### src/lsfg_pkg.sv
package lsfg_pkg;

    localparam int FREQ_BITS_DEF = 24;
    localparam int PCT_W = 7;
    localparam int CNT_W = 8;

    localparam int APB_ADDR_W = 5;
    localparam int APB_DATA_W = 32;

    localparam int QUEUE_DEPTH = 8;

    // Exact floor(x / 100) for any 32-bit x: (x * DIV100_MUL) >> DIV100_SHIFT.
    localparam logic [63:0] DIV100_MUL = 64'd1374389535;
    localparam int DIV100_SHIFT = 37;
    localparam int PCT_DIV = 100;

    // Exact floor(c / 100) for c below 2^14: (c * FRAC_MUL) >> FRAC_SHIFT.
    localparam int FRAC_W = 14;
    localparam int FRAC_PROD_W = 27;
    localparam logic [FRAC_PROD_W-1:0] FRAC_MUL = 27'd5243;
    localparam int FRAC_SHIFT = 19;

    localparam int FALLBACK_STEP = 5;
    localparam logic [CNT_W-1:0] COUNTER_MAX = 8'hFF;

    localparam logic REQ_NOTICE = 1'b1;
    localparam logic REL_DOWN = 1'b0;
    localparam logic REL_UP = 1'b1;

    typedef enum logic [2:0] {
        REG_UP_THR       = 3'd0,
        REG_DOWN_THR     = 3'd1,
        REG_DOWN_THR_OFF = 3'd2,
        REG_STEP_PCT     = 3'd3,
        REG_BOOST_EN     = 3'd4,
        REG_BOOST_TRIG   = 3'd5,
        REG_BOOST_TOP    = 3'd6
    } reg_idx_t;

    localparam logic [PCT_W-1:0] UP_THR_RST = 7'd85;
    localparam logic [PCT_W-1:0] DOWN_THR_RST = 7'd35;
    localparam logic [PCT_W-1:0] DOWN_THR_OFF_RST = 7'd45;
    localparam logic [PCT_W-1:0] STEP_PCT_RST = 7'd5;
    localparam logic BOOST_EN_RST = 1'b1;
    localparam logic [CNT_W-1:0] BOOST_TRIG_RST = 8'd8;
    localparam logic [CNT_W-1:0] BOOST_TOP_RST = 8'd12;

    typedef struct packed {
        logic [PCT_W-1:0] up_thr;
        logic [PCT_W-1:0] down_thr;
        logic [PCT_W-1:0] down_thr_off;
        logic [PCT_W-1:0] step_pct;
        logic             boost_en;
        logic [CNT_W-1:0] boost_trig;
        logic [CNT_W-1:0] boost_top;
    } cfg_t;

    typedef enum logic [2:0] {
        CLS_NONE     = 3'd0,
        CLS_NOTICE   = 3'd1,
        CLS_DOWN_ON  = 3'd2,
        CLS_DOWN_OFF = 3'd3,
        CLS_UP       = 3'd4
    } cls_t;

endpackage

### src/lsfg_if.sv
interface lsfg_req_if
    import lsfg_pkg::*;
#(
    parameter int FREQ_BITS = FREQ_BITS_DEF
);
    logic                 valid;
    logic                 ready;
    logic                 req_type;
    logic [PCT_W-1:0]     load;
    logic                 screen_on;
    logic [FREQ_BITS-1:0] current_freq;
    logic [FREQ_BITS-1:0] policy_min;
    logic [FREQ_BITS-1:0] policy_max;
    logic [FREQ_BITS-1:0] new_freq;

    modport source (
        output valid, req_type, load, screen_on, current_freq, policy_min, policy_max,
               new_freq,
        input  ready
    );

    modport sink (
        input  valid, req_type, load, screen_on, current_freq, policy_min, policy_max,
               new_freq,
        output ready
    );
endinterface

interface lsfg_res_if
    import lsfg_pkg::*;
#(
    parameter int FREQ_BITS = FREQ_BITS_DEF
);
    logic                 valid;
    logic                 ready;
    logic [FREQ_BITS-1:0] target_freq;
    logic                 relation;

    modport source (
        output valid, target_freq, relation,
        input  ready
    );

    modport sink (
        input  valid, target_freq, relation,
        output ready
    );
endinterface

### src/lsfg_regs.sv
module lsfg_regs
    import lsfg_pkg::*;
(
    input  logic                  clk,
    input  logic                  rst_n,
    input  logic                  psel,
    input  logic                  penable,
    input  logic                  pwrite,
    input  logic [APB_ADDR_W-1:0] paddr,
    input  logic [APB_DATA_W-1:0] pwdata,
    output logic [APB_DATA_W-1:0] prdata,
    output logic                  pready,
    output cfg_t                  cfg
);
    cfg_t     cfg_reg;
    cfg_t     cfg_next;
    reg_idx_t idx;
    logic     wr_en;

    assign idx = reg_idx_t'(paddr[APB_ADDR_W-1:2]);
    assign wr_en = psel && penable && pwrite;
    assign pready = 1'b1;
    assign cfg = cfg_reg;

    always_comb
    begin
        cfg_next = cfg_reg;
        if (wr_en)
        begin
            unique case (idx)
                REG_UP_THR:       cfg_next.up_thr = pwdata[PCT_W-1:0];
                REG_DOWN_THR:     cfg_next.down_thr = pwdata[PCT_W-1:0];
                REG_DOWN_THR_OFF: cfg_next.down_thr_off = pwdata[PCT_W-1:0];
                REG_STEP_PCT:     cfg_next.step_pct = pwdata[PCT_W-1:0];
                REG_BOOST_EN:     cfg_next.boost_en = pwdata[0];
                REG_BOOST_TRIG:   cfg_next.boost_trig = pwdata[CNT_W-1:0];
                REG_BOOST_TOP:    cfg_next.boost_top = pwdata[CNT_W-1:0];
                default:          cfg_next = cfg_reg;
            endcase
        end
    end

    always_comb
    begin
        unique case (idx)
            REG_UP_THR:       prdata = APB_DATA_W'(cfg_reg.up_thr);
            REG_DOWN_THR:     prdata = APB_DATA_W'(cfg_reg.down_thr);
            REG_DOWN_THR_OFF: prdata = APB_DATA_W'(cfg_reg.down_thr_off);
            REG_STEP_PCT:     prdata = APB_DATA_W'(cfg_reg.step_pct);
            REG_BOOST_EN:     prdata = APB_DATA_W'(cfg_reg.boost_en);
            REG_BOOST_TRIG:   prdata = APB_DATA_W'(cfg_reg.boost_trig);
            REG_BOOST_TOP:    prdata = APB_DATA_W'(cfg_reg.boost_top);
            default:          prdata = '0;
        endcase
    end

    always_ff @(posedge clk or negedge rst_n)
    begin
        if (!rst_n)
        begin
            cfg_reg.up_thr       <= UP_THR_RST;
            cfg_reg.down_thr     <= DOWN_THR_RST;
            cfg_reg.down_thr_off <= DOWN_THR_OFF_RST;
            cfg_reg.step_pct     <= STEP_PCT_RST;
            cfg_reg.boost_en     <= BOOST_EN_RST;
            cfg_reg.boost_trig   <= BOOST_TRIG_RST;
            cfg_reg.boost_top    <= BOOST_TOP_RST;
        end
        else
        begin
            cfg_reg <= cfg_next;
        end
    end
endmodule

### src/lsfg_front.sv
module lsfg_front
    import lsfg_pkg::*;
#(
    parameter int FREQ_BITS = FREQ_BITS_DEF,
    parameter int DEPTH = QUEUE_DEPTH
)(
    input  logic                         clk,
    input  logic                         rst_n,
    input  cfg_t                         cfg,
    lsfg_req_if.sink                     req,
    input  logic [$clog2(DEPTH+1)-1:0]   q_count,
    output logic                         push,
    output cls_t                         cls,
    output logic [FREQ_BITS:0]           step,
    output logic [FREQ_BITS-1:0]         pmin,
    output logic [FREQ_BITS-1:0]         pmax,
    output logic [FREQ_BITS-1:0]         nf
);
    localparam int FB = FREQ_BITS;
    localparam int QW = FB - 6;
    localparam int STEP_W = FB + 1;
    localparam int CW = $clog2(DEPTH + 1);
    localparam int SUM_W = CW + 1;

    logic       v1_reg, v2_reg, v3_reg, v4_reg;
    cls_t       cls1_reg, cls2_reg, cls3_reg, cls4_reg;
    logic [FB-1:0] pmin1_reg, pmin2_reg, pmin3_reg, pmin4_reg;
    logic [FB-1:0] pmax1_reg, pmax2_reg, pmax3_reg, pmax4_reg;
    logic [FB-1:0] nf1_reg, nf2_reg, nf3_reg, nf4_reg;
    logic [QW-1:0] q1_reg;
    logic [STEP_W-1:0] m2_reg, m3_reg;
    logic [PCT_W-1:0]  b2_reg;
    logic [FRAC_W-1:0] c3_reg;
    logic [STEP_W-1:0] step4_reg;

    logic              accept;
    cls_t              cls1_next;
    logic [63:0]       div_prod;
    logic [QW-1:0]     q1_next;
    logic [STEP_W-1:0] m2_next;
    logic [FB-1:0]     rem_full;
    logic [FRAC_W-1:0] c3_next;
    logic [FRAC_PROD_W-1:0] frac_prod;
    logic [STEP_W-1:0] step_sum;
    logic [STEP_W-1:0] step4_next;
    logic [2:0]        in_flight;

    assign in_flight = 3'(v1_reg) + 3'(v2_reg) + 3'(v3_reg) + 3'(v4_reg);
    assign req.ready = (SUM_W'(q_count) + SUM_W'(in_flight)) < SUM_W'(DEPTH);
    assign accept = req.valid && req.ready;

    always_comb
    begin
        cls1_next = CLS_NONE;
        if (req.req_type == REQ_NOTICE)
        begin
            cls1_next = CLS_NOTICE;
        end
        else if (!req.screen_on && req.current_freq == req.policy_min)
        begin
            cls1_next = CLS_NONE;
        end
        else if (cfg.step_pct == '0)
        begin
            cls1_next = CLS_NONE;
        end
        else if (req.screen_on && req.load < cfg.down_thr)
        begin
            cls1_next = (req.current_freq == req.policy_min) ? CLS_NONE : CLS_DOWN_ON;
        end
        else if (!req.screen_on && req.load <= cfg.down_thr_off)
        begin
            cls1_next = CLS_DOWN_OFF;
        end
        else if (req.load > cfg.up_thr)
        begin
            cls1_next = req.screen_on ? CLS_UP : CLS_NONE;
        end
    end

    assign div_prod = 64'(req.policy_max) * DIV100_MUL;
    assign q1_next = div_prod[DIV100_SHIFT +: QW];

    assign m2_next = STEP_W'(cfg.step_pct) * STEP_W'(q1_reg);
    assign rem_full = pmax1_reg - (FB'(q1_reg) * FB'(PCT_DIV));

    assign c3_next = FRAC_W'(cfg.step_pct) * FRAC_W'(b2_reg);

    assign frac_prod = FRAC_PROD_W'(c3_reg) * FRAC_MUL;
    assign step_sum = m3_reg + STEP_W'(frac_prod[FRAC_PROD_W-1:FRAC_SHIFT]);
    assign step4_next = (step_sum == '0) ? STEP_W'(FALLBACK_STEP) : step_sum;

    always_ff @(posedge clk or negedge rst_n)
    begin
        if (!rst_n)
        begin
            v1_reg <= 1'b0;
            v2_reg <= 1'b0;
            v3_reg <= 1'b0;
            v4_reg <= 1'b0;
        end
        else
        begin
            v1_reg <= accept;
            v2_reg <= v1_reg;
            v3_reg <= v2_reg;
            v4_reg <= v3_reg;
        end
    end

    always_ff @(posedge clk)
    begin
        cls1_reg  <= cls1_next;
        pmin1_reg <= req.policy_min;
        pmax1_reg <= req.policy_max;
        nf1_reg   <= req.new_freq;
        q1_reg    <= q1_next;

        cls2_reg  <= cls1_reg;
        pmin2_reg <= pmin1_reg;
        pmax2_reg <= pmax1_reg;
        nf2_reg   <= nf1_reg;
        m2_reg    <= m2_next;
        b2_reg    <= rem_full[PCT_W-1:0];

        cls3_reg  <= cls2_reg;
        pmin3_reg <= pmin2_reg;
        pmax3_reg <= pmax2_reg;
        nf3_reg   <= nf2_reg;
        m3_reg    <= m2_reg;
        c3_reg    <= c3_next;

        cls4_reg  <= cls3_reg;
        pmin4_reg <= pmin3_reg;
        pmax4_reg <= pmax3_reg;
        nf4_reg   <= nf3_reg;
        step4_reg <= step4_next;
    end

    assign push = v4_reg;
    assign cls  = cls4_reg;
    assign step = step4_reg;
    assign pmin = pmin4_reg;
    assign pmax = pmax4_reg;
    assign nf   = nf4_reg;
endmodule

### src/lsfg_queue.sv
module lsfg_queue
    import lsfg_pkg::*;
#(
    parameter int WIDTH = 8,
    parameter int DEPTH = QUEUE_DEPTH
)(
    input  logic                       clk,
    input  logic                       rst_n,
    input  logic                       push,
    input  logic [WIDTH-1:0]           wdata,
    input  logic                       pop,
    output logic [WIDTH-1:0]           rdata,
    output logic                       not_empty,
    output logic [$clog2(DEPTH+1)-1:0] count
);
    localparam int PW = (DEPTH > 1) ? $clog2(DEPTH) : 1;
    localparam int CW = $clog2(DEPTH + 1);

    logic [WIDTH-1:0] mem_reg [DEPTH];
    logic [PW-1:0]    wr_ptr_reg, wr_ptr_next;
    logic [PW-1:0]    rd_ptr_reg, rd_ptr_next;
    logic [CW-1:0]    count_reg, count_next;

    assign rdata = mem_reg[rd_ptr_reg];
    assign not_empty = (count_reg != '0);
    assign count = count_reg;

    always_comb
    begin
        wr_ptr_next = wr_ptr_reg;
        rd_ptr_next = rd_ptr_reg;
        count_next = count_reg;
        if (push)
        begin
            wr_ptr_next = (wr_ptr_reg == PW'(DEPTH - 1)) ? '0 : wr_ptr_reg + 1'b1;
        end
        if (pop)
        begin
            rd_ptr_next = (rd_ptr_reg == PW'(DEPTH - 1)) ? '0 : rd_ptr_reg + 1'b1;
        end
        if (push && !pop)
        begin
            count_next = count_reg + 1'b1;
        end
        else if (pop && !push)
        begin
            count_next = count_reg - 1'b1;
        end
    end

    always_ff @(posedge clk or negedge rst_n)
    begin
        if (!rst_n)
        begin
            wr_ptr_reg <= '0;
            rd_ptr_reg <= '0;
            count_reg  <= '0;
        end
        else
        begin
            wr_ptr_reg <= wr_ptr_next;
            rd_ptr_reg <= rd_ptr_next;
            count_reg  <= count_next;
        end
    end

    always_ff @(posedge clk)
    begin
        if (push)
        begin
            mem_reg[wr_ptr_reg] <= wdata;
        end
    end
endmodule

### src/lsfg_back.sv
module lsfg_back
    import lsfg_pkg::*;
#(
    parameter int FREQ_BITS = FREQ_BITS_DEF
)(
    input  logic                 clk,
    input  logic                 rst_n,
    input  cfg_t                 cfg,
    input  logic                 in_valid,
    output logic                 pop,
    input  cls_t                 cls,
    input  logic [FREQ_BITS:0]   step,
    input  logic [FREQ_BITS-1:0] pmin,
    input  logic [FREQ_BITS-1:0] pmax,
    input  logic [FREQ_BITS-1:0] nf,
    lsfg_res_if.source           res
);
    localparam int FB = FREQ_BITS;
    localparam int STEP_W = FB + 1;
    localparam int WIDE_W = FB + 2;

    logic [FB-1:0]    req_freq_reg, req_freq_next;
    logic [CNT_W-1:0] boost_cnt_reg, boost_cnt_next;
    logic             out_valid_reg, out_valid_next;
    logic [FB-1:0]    out_freq_reg;
    logic             out_rel_reg;

    logic             take;
    logic             emit;
    logic             rel;
    logic [CNT_W-1:0] cnt_dec;
    logic [FB-1:0]    down_freq;
    logic             down_floor;
    logic signed [CNT_W:0]    level;
    logic signed [WIDE_W-1:0] boost_raw;
    logic [FB-1:0]    boost_freq;
    logic [WIDE_W-1:0] up_sum;
    logic [FB-1:0]    up_freq;

    assign take = in_valid && (!out_valid_reg || res.ready);
    assign pop = take;

    assign cnt_dec = (boost_cnt_reg != '0) ? boost_cnt_reg - 1'b1 : boost_cnt_reg;
    assign down_floor = !(STEP_W'(req_freq_reg) > step);
    assign down_freq = down_floor ? pmin : FB'(STEP_W'(req_freq_reg) - step);

    assign level = $signed({1'b0, cfg.boost_top}) - $signed({1'b0, boost_cnt_reg});
    assign boost_raw = $signed({2'b00, pmax}) - $signed({{(WIDE_W-CNT_W-1){level[CNT_W]}}, level});

    always_comb
    begin
        if (boost_raw[WIDE_W-1])
        begin
            boost_freq = '0;
        end
        else if (boost_raw[FB])
        begin
            boost_freq = '1;
        end
        else
        begin
            boost_freq = boost_raw[FB-1:0];
        end
    end

    assign up_sum = WIDE_W'(req_freq_reg) + WIDE_W'(step);
    assign up_freq = (up_sum[WIDE_W-1:FB] != '0) ? '1 : up_sum[FB-1:0];

    always_comb
    begin
        req_freq_next = req_freq_reg;
        boost_cnt_next = boost_cnt_reg;
        emit = 1'b0;
        rel = REL_DOWN;
        unique case (cls)
            CLS_NOTICE:
            begin
                if (req_freq_reg > pmax || req_freq_reg < pmin)
                begin
                    req_freq_next = nf;
                end
            end
            CLS_DOWN_ON:
            begin
                emit = 1'b1;
                req_freq_next = down_freq;
                boost_cnt_next = down_floor ? '0 : cnt_dec;
            end
            CLS_DOWN_OFF:
            begin
                emit = 1'b1;
                req_freq_next = down_freq;
                boost_cnt_next = down_floor ? '0 : boost_cnt_reg;
            end
            CLS_UP:
            begin
                if (req_freq_reg != pmax)
                begin
                    emit = 1'b1;
                    rel = REL_UP;
                    if (cfg.boost_en && boost_cnt_reg >= cfg.boost_trig)
                    begin
                        req_freq_next = boost_freq;
                        if (level == '0)
                        begin
                            boost_cnt_next = '0;
                        end
                    end
                    else
                    begin
                        req_freq_next = up_freq;
                        if (boost_cnt_reg != COUNTER_MAX)
                        begin
                            boost_cnt_next = boost_cnt_reg + 1'b1;
                        end
                    end
                end
            end
            default:
            begin
                emit = 1'b0;
            end
        endcase
    end

    always_comb
    begin
        out_valid_next = out_valid_reg;
        if (take)
        begin
            out_valid_next = emit;
        end
        else if (res.ready)
        begin
            out_valid_next = 1'b0;
        end
    end

    always_ff @(posedge clk or negedge rst_n)
    begin
        if (!rst_n)
        begin
            req_freq_reg  <= '0;
            boost_cnt_reg <= '0;
            out_valid_reg <= 1'b0;
        end
        else
        begin
            out_valid_reg <= out_valid_next;
            if (take)
            begin
                req_freq_reg  <= req_freq_next;
                boost_cnt_reg <= boost_cnt_next;
            end
        end
    end

    always_ff @(posedge clk)
    begin
        if (take && emit)
        begin
            out_freq_reg <= req_freq_next;
            out_rel_reg  <= rel;
        end
    end

    assign res.valid = out_valid_reg;
    assign res.target_freq = out_freq_reg;
    assign res.relation = out_rel_reg;
endmodule

### src/load_step_frequency_governor.sv
// Load-step frequency governor with boost.
// Requests arrive on the req channel (valid/ready): a load sample or a
// frequency-change notice, together with the current frequency and policy limits.
// Each load sample that calls for a step down, or a step up while the requested
// frequency is not at the policy maximum, yields one res item: the new target
// frequency in kHz and the rounding relation. Notices and other samples yield none.
// The front section classifies each request and computes the step size in a
// four-stage pipeline with a multiplier in every stage. An eight-entry queue feeds
// the back section, which updates the requested frequency and the boost counter
// as it takes each entry and holds the result in an output register.
// A request passes the four front stages, then the queue and the output register.
// One request is accepted per cycle while res is ready in steady state; the front
// only accepts when the queue can absorb everything in its pipeline.
// When the receiver stalls, the result stays in the output register, the queue
// fills, and req.ready drops once queued and in-flight requests fill its depth.
// Reset clears the requested frequency, the boost counter and all valid state,
// and loads the registers with their defaults. Registers are written over the
// APB port and must only change while no request is in flight.
module load_step_frequency_governor
    import lsfg_pkg::*;
#(
    parameter int FREQ_BITS = FREQ_BITS_DEF
)(
    input  logic                  clk,
    input  logic                  rst_n,
    lsfg_req_if.sink              req,
    lsfg_res_if.source            res,
    input  logic                  psel,
    input  logic                  penable,
    input  logic                  pwrite,
    input  logic [APB_ADDR_W-1:0] paddr,
    input  logic [APB_DATA_W-1:0] pwdata,
    output logic [APB_DATA_W-1:0] prdata,
    output logic                  pready
);
    localparam int FB = FREQ_BITS;
    localparam int CLS_W = $bits(cls_t);
    localparam int ENTRY_W = CLS_W + (FB + 1) + 3 * FB;
    localparam int CW = $clog2(QUEUE_DEPTH + 1);

    cfg_t              cfg;
    logic              f_push;
    cls_t              f_cls;
    logic [FB:0]       f_step;
    logic [FB-1:0]     f_pmin, f_pmax, f_nf;
    logic [ENTRY_W-1:0] q_wdata, q_rdata;
    logic              q_pop;
    logic              q_not_empty;
    logic [CW-1:0]     q_count;
    logic [CLS_W-1:0]  q_cls_bits;
    logic [FB:0]       q_step;
    logic [FB-1:0]     q_pmin, q_pmax, q_nf;

    lsfg_regs u_regs (
        .clk     (clk),
        .rst_n   (rst_n),
        .psel    (psel),
        .penable (penable),
        .pwrite  (pwrite),
        .paddr   (paddr),
        .pwdata  (pwdata),
        .prdata  (prdata),
        .pready  (pready),
        .cfg     (cfg)
    );

    lsfg_front #(
        .FREQ_BITS (FREQ_BITS),
        .DEPTH     (QUEUE_DEPTH)
    ) u_front (
        .clk     (clk),
        .rst_n   (rst_n),
        .cfg     (cfg),
        .req     (req),
        .q_count (q_count),
        .push    (f_push),
        .cls     (f_cls),
        .step    (f_step),
        .pmin    (f_pmin),
        .pmax    (f_pmax),
        .nf      (f_nf)
    );

    assign q_wdata = {f_cls, f_step, f_pmin, f_pmax, f_nf};

    lsfg_queue #(
        .WIDTH (ENTRY_W),
        .DEPTH (QUEUE_DEPTH)
    ) u_queue (
        .clk       (clk),
        .rst_n     (rst_n),
        .push      (f_push),
        .wdata     (q_wdata),
        .pop       (q_pop),
        .rdata     (q_rdata),
        .not_empty (q_not_empty),
        .count     (q_count)
    );

    assign {q_cls_bits, q_step, q_pmin, q_pmax, q_nf} = q_rdata;

    lsfg_back #(
        .FREQ_BITS (FREQ_BITS)
    ) u_back (
        .clk      (clk),
        .rst_n    (rst_n),
        .cfg      (cfg),
        .in_valid (q_not_empty),
        .pop      (q_pop),
        .cls      (cls_t'(q_cls_bits)),
        .step     (q_step),
        .pmin     (q_pmin),
        .pmax     (q_pmax),
        .nf       (q_nf),
        .res      (res)
    );
endmodule

### src/flat_wrapper.sv
// flat-port wrapper written by rule: the top's interface ports become plain ports
module load_step_frequency_governor_flat import lsfg_pkg::*;
#(
    parameter int FREQ_BITS = FREQ_BITS_DEF
)
  (clk, rst_n, psel, penable, pwrite, paddr, pwdata, prdata, pready, req_valid, req_req_type, req_load, req_screen_on, req_current_freq, req_policy_min, req_policy_max, req_new_freq, req_ready, res_valid, res_target_freq, res_relation, res_ready);
  lsfg_req_if #(.FREQ_BITS(FREQ_BITS)) req_i ();
  lsfg_res_if #(.FREQ_BITS(FREQ_BITS)) res_i ();
  input  logic clk;
  input  logic rst_n;
  input  logic psel;
  input  logic penable;
  input  logic pwrite;
  input  logic [APB_ADDR_W-1:0] paddr;
  input  logic [APB_DATA_W-1:0] pwdata;
  output logic [APB_DATA_W-1:0] prdata;
  output logic pready;
  input wire logic [$bits(req_i.valid)-1:0] req_valid;
  input wire logic [$bits(req_i.req_type)-1:0] req_req_type;
  input wire logic [$bits(req_i.load)-1:0] req_load;
  input wire logic [$bits(req_i.screen_on)-1:0] req_screen_on;
  input wire logic [$bits(req_i.current_freq)-1:0] req_current_freq;
  input wire logic [$bits(req_i.policy_min)-1:0] req_policy_min;
  input wire logic [$bits(req_i.policy_max)-1:0] req_policy_max;
  input wire logic [$bits(req_i.new_freq)-1:0] req_new_freq;
  output wire logic [$bits(req_i.ready)-1:0] req_ready;
  output wire logic [$bits(res_i.valid)-1:0] res_valid;
  output wire logic [$bits(res_i.target_freq)-1:0] res_target_freq;
  output wire logic [$bits(res_i.relation)-1:0] res_relation;
  input wire logic [$bits(res_i.ready)-1:0] res_ready;
  assign req_i.valid = req_valid;
  assign req_i.req_type = req_req_type;
  assign req_i.load = req_load;
  assign req_i.screen_on = req_screen_on;
  assign req_i.current_freq = req_current_freq;
  assign req_i.policy_min = req_policy_min;
  assign req_i.policy_max = req_policy_max;
  assign req_i.new_freq = req_new_freq;
  assign req_ready = req_i.ready;
  assign res_valid = res_i.valid;
  assign res_target_freq = res_i.target_freq;
  assign res_relation = res_i.relation;
  assign res_i.ready = res_ready;
  load_step_frequency_governor #(.FREQ_BITS(FREQ_BITS)) u_core (.clk(clk), .rst_n(rst_n), .req(req_i), .res(res_i), .psel(psel), .penable(penable), .pwrite(pwrite), .paddr(paddr), .pwdata(pwdata), .prdata(prdata), .pready(pready));
endmodule
### config.mk
export PLATFORM = sky130hd
export DESIGN_NAME = load_step_frequency_governor_flat
export DESIGN_NICKNAME = d
export VERILOG_FILES = /design/src/lsfg_pkg.sv /design/src/lsfg_if.sv /design/src/lsfg_regs.sv /design/src/lsfg_front.sv /design/src/lsfg_queue.sv /design/src/lsfg_back.sv /design/src/load_step_frequency_governor.sv /design/src/flat_wrapper.sv
export SDC_FILE = /design/constraint.sdc
export NUM_CORES = 2
export LEC_CHECK = 0
export ABC_AREA = 1
export BUFFER_PORTS_ARGS = -buffer_cell sky130_fd_sc_hd__buf_2
export CORE_MARGIN = 2
export CORE_UTILIZATION = 65
export DETAILED_ROUTE_END_ITERATION = 8
export PLACE_DENSITY = 0.81
export SLEW_MARGIN = 40
export SYNTH_ARGS = -nofsm -noshare
export SYNTH_HDL_FRONTEND = slang
export SYNTH_SLANG_ARGS = --single-unit
### constraint.sdc
create_clock -name clk -period 11.67 [get_ports clk]
set_clock_uncertainty 0.1 [all_clocks]
set_input_delay 1.7505 -clock clk [delete_from_list [all_inputs] [get_ports clk]]
set_output_delay 1.7505 -clock clk [all_outputs]
set_load 0.02 [all_outputs]
After elaboration in Yosys (flattened, before gate mapping)
Memory sizes are Yosys's and may differ from the RTL's.
Cells that the tools add are included.
{ "classes": {"n_mul": 5, "n_reduce_logical": 37, "addsub": 16, "n_mux": 34, "order_cmp": 8, "eq_ne": 20} }
{ "ops": {"columns": ["operator", "n"], "rows": [
  ["2-to-1 mux 24 bit", 7],
  ["case mux 24 bit (3 select lines)", 1],
  ["2-to-1 mux 8 bit", 7],
  ["case mux 8 bit (7 select lines)", 1],
  ["multiplier 24 x 31 -> 55 bit, second input constant", 1],
  ["multiplier 14 x 13 -> 27 bit, second input constant", 1],
  ["adder 24 x 25 -> 26 bit", 1],
  ["subtractor 25 x 9 -> 26 bit", 1],
  ["adder 25 x 8 -> 25 bit", 1],
  ["greater-than comparator 24 x 25 -> 1 bit", 1],
  ["zero test 25 bit", 1],
  ["multiplier 7 x 18 -> 25 bit", 1],
  ["== test 24 bit", 1],
  ["greater-than comparator 24 bit", 1],
  ["< comparator 24 bit", 1],
  ["!= test 24 bit", 1],
  ["case mux 8 bit (3 select lines)", 1],
  ["subtractor 24 bit", 1],
  ["== test 3 bit, second input constant", 6],
  ["multiplier 18 x 5 -> 5 bit, second input constant", 1],
  ["2-to-1 mux 3 bit", 6],
  ["multiplier 7 x 7 -> 14 bit", 1],
  ["AND reduction 2 bit", 7],
  ["== test 3 x 2 -> 1 bit, second input constant", 4],
  ["36 further kinds", 65]
]} }
{ "totals": {"output_inout_bits": 60, "ff_bits": 531, "elab_cells": 163, "input_bits": 149, "mem_count": 1, "ram_bits": 800} }
{ "mem_list": {"columns": ["name", "words", "width", "read_ports", "rd_ports_with_merged_regs", "write_ports", "line", "rtl"], "rows": [
  ["u_core.u_queue.mem_reg", 8, 100, 1, 0, 1, "lsfg_queue.sv:19", "logic [WIDTH-1:0] mem_reg [DEPTH];"]
]} }

Longest topological paths before layout
{ "depth": {"depth_word": 7, "depth_mapped": 34, "ltp_nobuf": 34} }

Hierarchy
Synthesis repeated with hierarchy kept, for this count alone.
{ "unflattened": {"hier_cells": 8963, "hier_area_um2": 79967.9} }
{ "by_module_without_submodules": {"columns": ["module", "cells_each", "instances", "area_each_um2", "seq_area_each_um2"], "rows": [
  ["lsfg_queue", 3534, 1, 34988.6, 24273.3],
  ["lsfg_front", 3505, 1, 32194.6, 8348.0],
  ["lsfg_back", 1602, 1, 10077.2, 1576.5],
  ["lsfg_regs", 322, 1, 2707.6, 1147.4]
]} }

Least setup slack after synthesis
Ideal clock, no wire load.
{ "synth_timing": {"kind": "input -> register", "start": "input req_policy_max[21]", "end": "register u_core.u_front.q1_reg[17]", "t_arrival_ns": 7.217, "setup_slack_ns": 4.240, "setup_ns": 0.113, "path_buffers": 0, "required_ns": 11.457, "cell_stages": 23, "path_cell_list": "fa_1 inv_1 fa_1 inv_1 fa_1 fa_1 fa_1 inv_1 fa_1 inv_1 fa_1 ha_1 nand2_1 nor2_1 inv_1 nor4_1 nand4_1 nand3_1 a21oi_1 o21bai_1 nand2_1 nand4_1 nand2_1"} }
{ "synth_via": {"elab_chain_cells": 1} }
{ "synth_rtl": {"columns": ["element", "line", "rtl"], "rows": [
  ["from (decl)", "flat_wrapper.sv:24", "input wire logic [$bits(req_i.policy_max)-1:0] req_policy_max;"],
  ["multiplier 24 x 31 -> 55 bit", "lsfg_front.sv:81", "assign div_prod = 64'(req.policy_max) * DIV100_MUL;"],
  ["named net u_core.u_front.div_prod[54]", "lsfg_front.sv:38", "logic [63:0] div_prod;"],
  ["to (signal assigned)", "lsfg_front.sv:117", "q1_reg <= q1_next;"],
  ["to (decl)", "lsfg_front.sv:30", "logic [QW-1:0] q1_reg;"]
]} }
The timed path passes the listed nets, and every way through them passes these cells.
A chain may end at the register's enable or synchronous reset.

Final worst setup path
{ "layout_timing": {"start": "register u_core.u_front.c3_reg[13]", "end": "register u_core.u_front.step4_reg[2], in the netlist u_core.u_front.step[2]"} }
{ "layout_via": {"elab_chain_cells": 3} }
{ "layout_rtl": {"columns": ["element", "line", "rtl"], "rows": [
  ["from (decl)", "lsfg_front.sv:33", "logic [FRAC_W-1:0] c3_reg;"],
  ["from (signal assigned)", "lsfg_front.sv:131", "c3_reg <= c3_next;"],
  ["multiplier 14 x 13 -> 27 bit (*)", "lsfg_front.sv:89", "assign frac_prod = FRAC_PROD_W'(c3_reg) * FRAC_MUL;"],
  ["adder 25 x 8 -> 25 bit (*)", "lsfg_front.sv:90", "assign step_sum = m3_reg + STEP_W'(frac_prod[FRAC_PROD_W-1:FRAC_SHIFT]);"],
  ["zero test 25 bit", "lsfg_front.sv:91", "assign step4_next = (step_sum == '0) ? STEP_W'(FALLBACK_STEP) : step_sum;"],
  ["to (signal assigned)", "lsfg_front.sv:137", "step4_reg <= step4_next;"],
  ["to (decl)", "lsfg_front.sv:34", "logic [STEP_W-1:0] step4_reg;"]
]} }
Mark *: on every way between the ends. The rest lies on a longest branch, timed or not.

==> run summary <==
Final ANT Viol Nets: 0
required time at the endpoint of the critical path: 12.15 ns
multiplexer share of the synthesized area: 0
number of antenna violations at the first check in global routing: 7
pin count of the biggest net entering global routing: 158
list of most frequent post-synthesis cells: inv_1, nand2_1, edfxtp_1, nor2_1, o21ai_0
post-synthesis cell count: 7344
largest family of logic cells by synthesized area: adder cells
DRC viols: 0
number of unique standard cell types used by synthesis: 57
wire length reported by the detailed router: 194 mm
Fillers: 7933
Hold-fix buffers, CTS: 0
number of I/O port buffers: 157
core region area: 0.114 mm²
max-capacitance violation count: 0
Final Setup Violations: 0
critical path's largest stage delay: 0.70 ns
Horiz. Die Dim: 342 µm
most frequent cell after synthesis: inv_1
Finished Layout Cells: 9084
buffer levels on the longest clock path: 3
CP Launch Type: flip-flop
number of nets in the finished design: 8652
RSZ-0062 raised after global routing: false
flip-flop count of the largest register after layout: 800
Ys Warns: 0
cell with the largest stage delay on the worst path: dfxtp_1
sequential fraction of the synthesis area: 0.476
DR vias: 53190
first-pass GRT wire length: 302 mm
signal arrival time at the worst endpoint: 8.59 ns
vertical die dimension: 342 µm
number of gates given a new drive strength after cts: 0
setup tns final: 0 ns
final worst slack: 3.56 ns
cell type contributing the most total cell area after synthesis: edfxtp_1
number of enable flip-flop cells after synthesis: 825
via count of the first global-routing pass: 54229
kind of critical path: flip-flop to flip-flop
aggregate global routing overflow: 0
effective utilization at floorplan: 0.653
count of pins on the block boundary: 209
share of final-layout standard cells stronger than drive strength 1: 0.0661
post-placement cell count: 8834
top fanout value on the critical path: 8
commonest register cell after synthesis: edfxtp_1
count of final max-slew check failures: 0
post-DP HPWL: 138 mm
Rows: 124
most numerous cell on the critical path: nand2_1
slew margin rel.: 0.390
average instance area after synthesis: 10.1 µm²
worst slack, placed: 3.23 ns
area share of the largest cell type after synthesis: 0.333
area fraction in compound gates after synthesis: 0.0950
most area-consuming cells after synthesis: edfxtp_1, fa_1, dfxtp_1
drt wl/cell: 21.4 µm
global placer's final weighted congestion: 1.02
count of buffers added by post-CTS timing repair for setup: 0
maximum achievable frequency: 123 MHz
post-synth design cell area: 0.0743 mm²
category of the worst setup path capture point: flip-flop
flop and latch count out of synthesis: 1329
number of failing hold endpoints at the final stage: 0
H-tree levels: 4
clock buffers created by TritonCTS: 132
clock network latency to the later pin of the worst-skew pair: 0.77 ns
synthesis-to-finish area growth: 9.19%
class of the tightest hold or removal check: flip-flop to flip-flop
adder-cell share of the synthesized area: 0.219
share of the cycle needed by the critical path after routing: 0.695
shortest clock period the worst path allows after layout: 8.11 ns
clock transition time at the flip-flop clock pins of the worst setup and hold paths: 0.07 ns
fraction of registers with async set or reset after synthesis: 0.0692
CTS sink count: 1329
outcome: finished clean
parity-gate share of the synthesized area counting xor and xnor cells: 0.0199
Root Driver: clkbuf_16
worst slew pin tran: 0.905 ns
GRT Util Overall: 0.338
Die Area: 0.117 mm²
clock tree from TritonCTS: built
first-pass iteration count of the detailed router: 6
share of synthesized cell area in and, or, nand and nor gates: 0.118
vias per cell: 5.86
1st-iter DRT viols: 4869
critical path: cells and delay by family (launching register included):
family	cells	cell delay (ns)
fa+ha+maj	7	3.09
simple gates	15	2.10
compound gates	3	1.29
flops	1	0.70
xor+xnor	2	0.43
buf+inv	3	0.19
path summary, 6_finish.rpt:
check,startpoint,to,slack (ns),cells after the start
min in group asynchronous,rst_n,u_core.u_regs.cfg[23]$_DFFE_PN0P_,0.82,1
setup reg to reg,u_core.u_front.c3_reg[13]$_DFF_P_,u_core.u_front.step[2]$_SDFF_PN1_,3.56,30
hold / removal,u_core.u_front.nf2_reg[14]$_DFF_P_,u_core.u_front.nf3_reg[14]$_DFF_P_,0.19,0
hold reg to reg,u_core.u_front.nf2_reg[14]$_DFF_P_,u_core.u_front.nf3_reg[14]$_DFF_P_,0.19,0
setup / recovery,u_core.u_front.c3_reg[13]$_DFF_P_,u_core.u_front.step[2]$_SDFF_PN1_,3.56,30
max in group asynchronous,rst_n,u_core.u_queue.rd_ptr_reg[1]$_DFFE_PN0P_,9.51,2
cells by family after synthesis:
group	count (synthesis)
AO/OA/AOI/OAI	1274
XOR/XNOR	169
adder cells (fa/ha/maj)	1044
buffers and inverters	1384
flip-flops	1329
other	2
AND/OR/NAND/NOR	2142
placed cells by master (no fill, tap or decap), types with 28 or more instances in the layout:
cell type,netlist,final
inv_1,1117,1115
nand2_1,1065,1065
edfxtp_1,825,825
nor2_1,708,697
o21ai_0,631,631
ha_1,618,618
fa_1,426,426
dfxtp_1,412,412
a21oi_1,235,235
nand3_1,191,191
o22ai_1,170,170
buf_2,50,156
clkbuf_16,0,137
xor2_1,119,119
dfrtp_1,75,72
o21ai_1,70,70
nand4_1,53,53
xnor2_1,50,50
nor3_1,49,47
o221ai_1,43,43
buf_4,38,42
nand3b_1,28,28
metal layers:
metal | track usage | routed length, µm | vias to the layer above
li1 | - | - | 24575
met1 | 0.423 | 74600 | 25776
met2 | 0.581 | 96600 | 2359
met3 | 0.0499 | 13900 | 476
met4 | 0.155 | 9400 | 4
met5 | 0 | 26 | -
per-stage QoR:
| stage | util | hold slack [ns] | area (µm²) |
|---|---|---|---|
| 2_1_floorplan | - | 0.210 | 74400 |
| 3_3_place_gp | 0.671 | 0.210 | 76400 |
| 3_5_place_dp | 0.672 | 0.212 | 76500 |
| 4_1_cts | 0.712 | 0.191 | 81000 |
| 5_1_grt | 0.712 | 0.205 | 81100 |
| 6_report | 0.713 | 0.189 | 81100 |
layout make-up:
cell class,instances,area [µm²],share of cell area
sequential,1329,35400,0.436
multi-input combinational,4654,33700,0.416
clock buffer,179,3760,0.0463
inverter,1123,4230,0.0521
timing repair buffer,219,1400,0.0172
antenna,2,5.00,0.0000617
clock inverter,66,782,0.00964
tap,1512,1890,0.0233
Power is not shown: default switching activity piles up to over one toggle a cycle in this logic, so the estimate is an artifact.
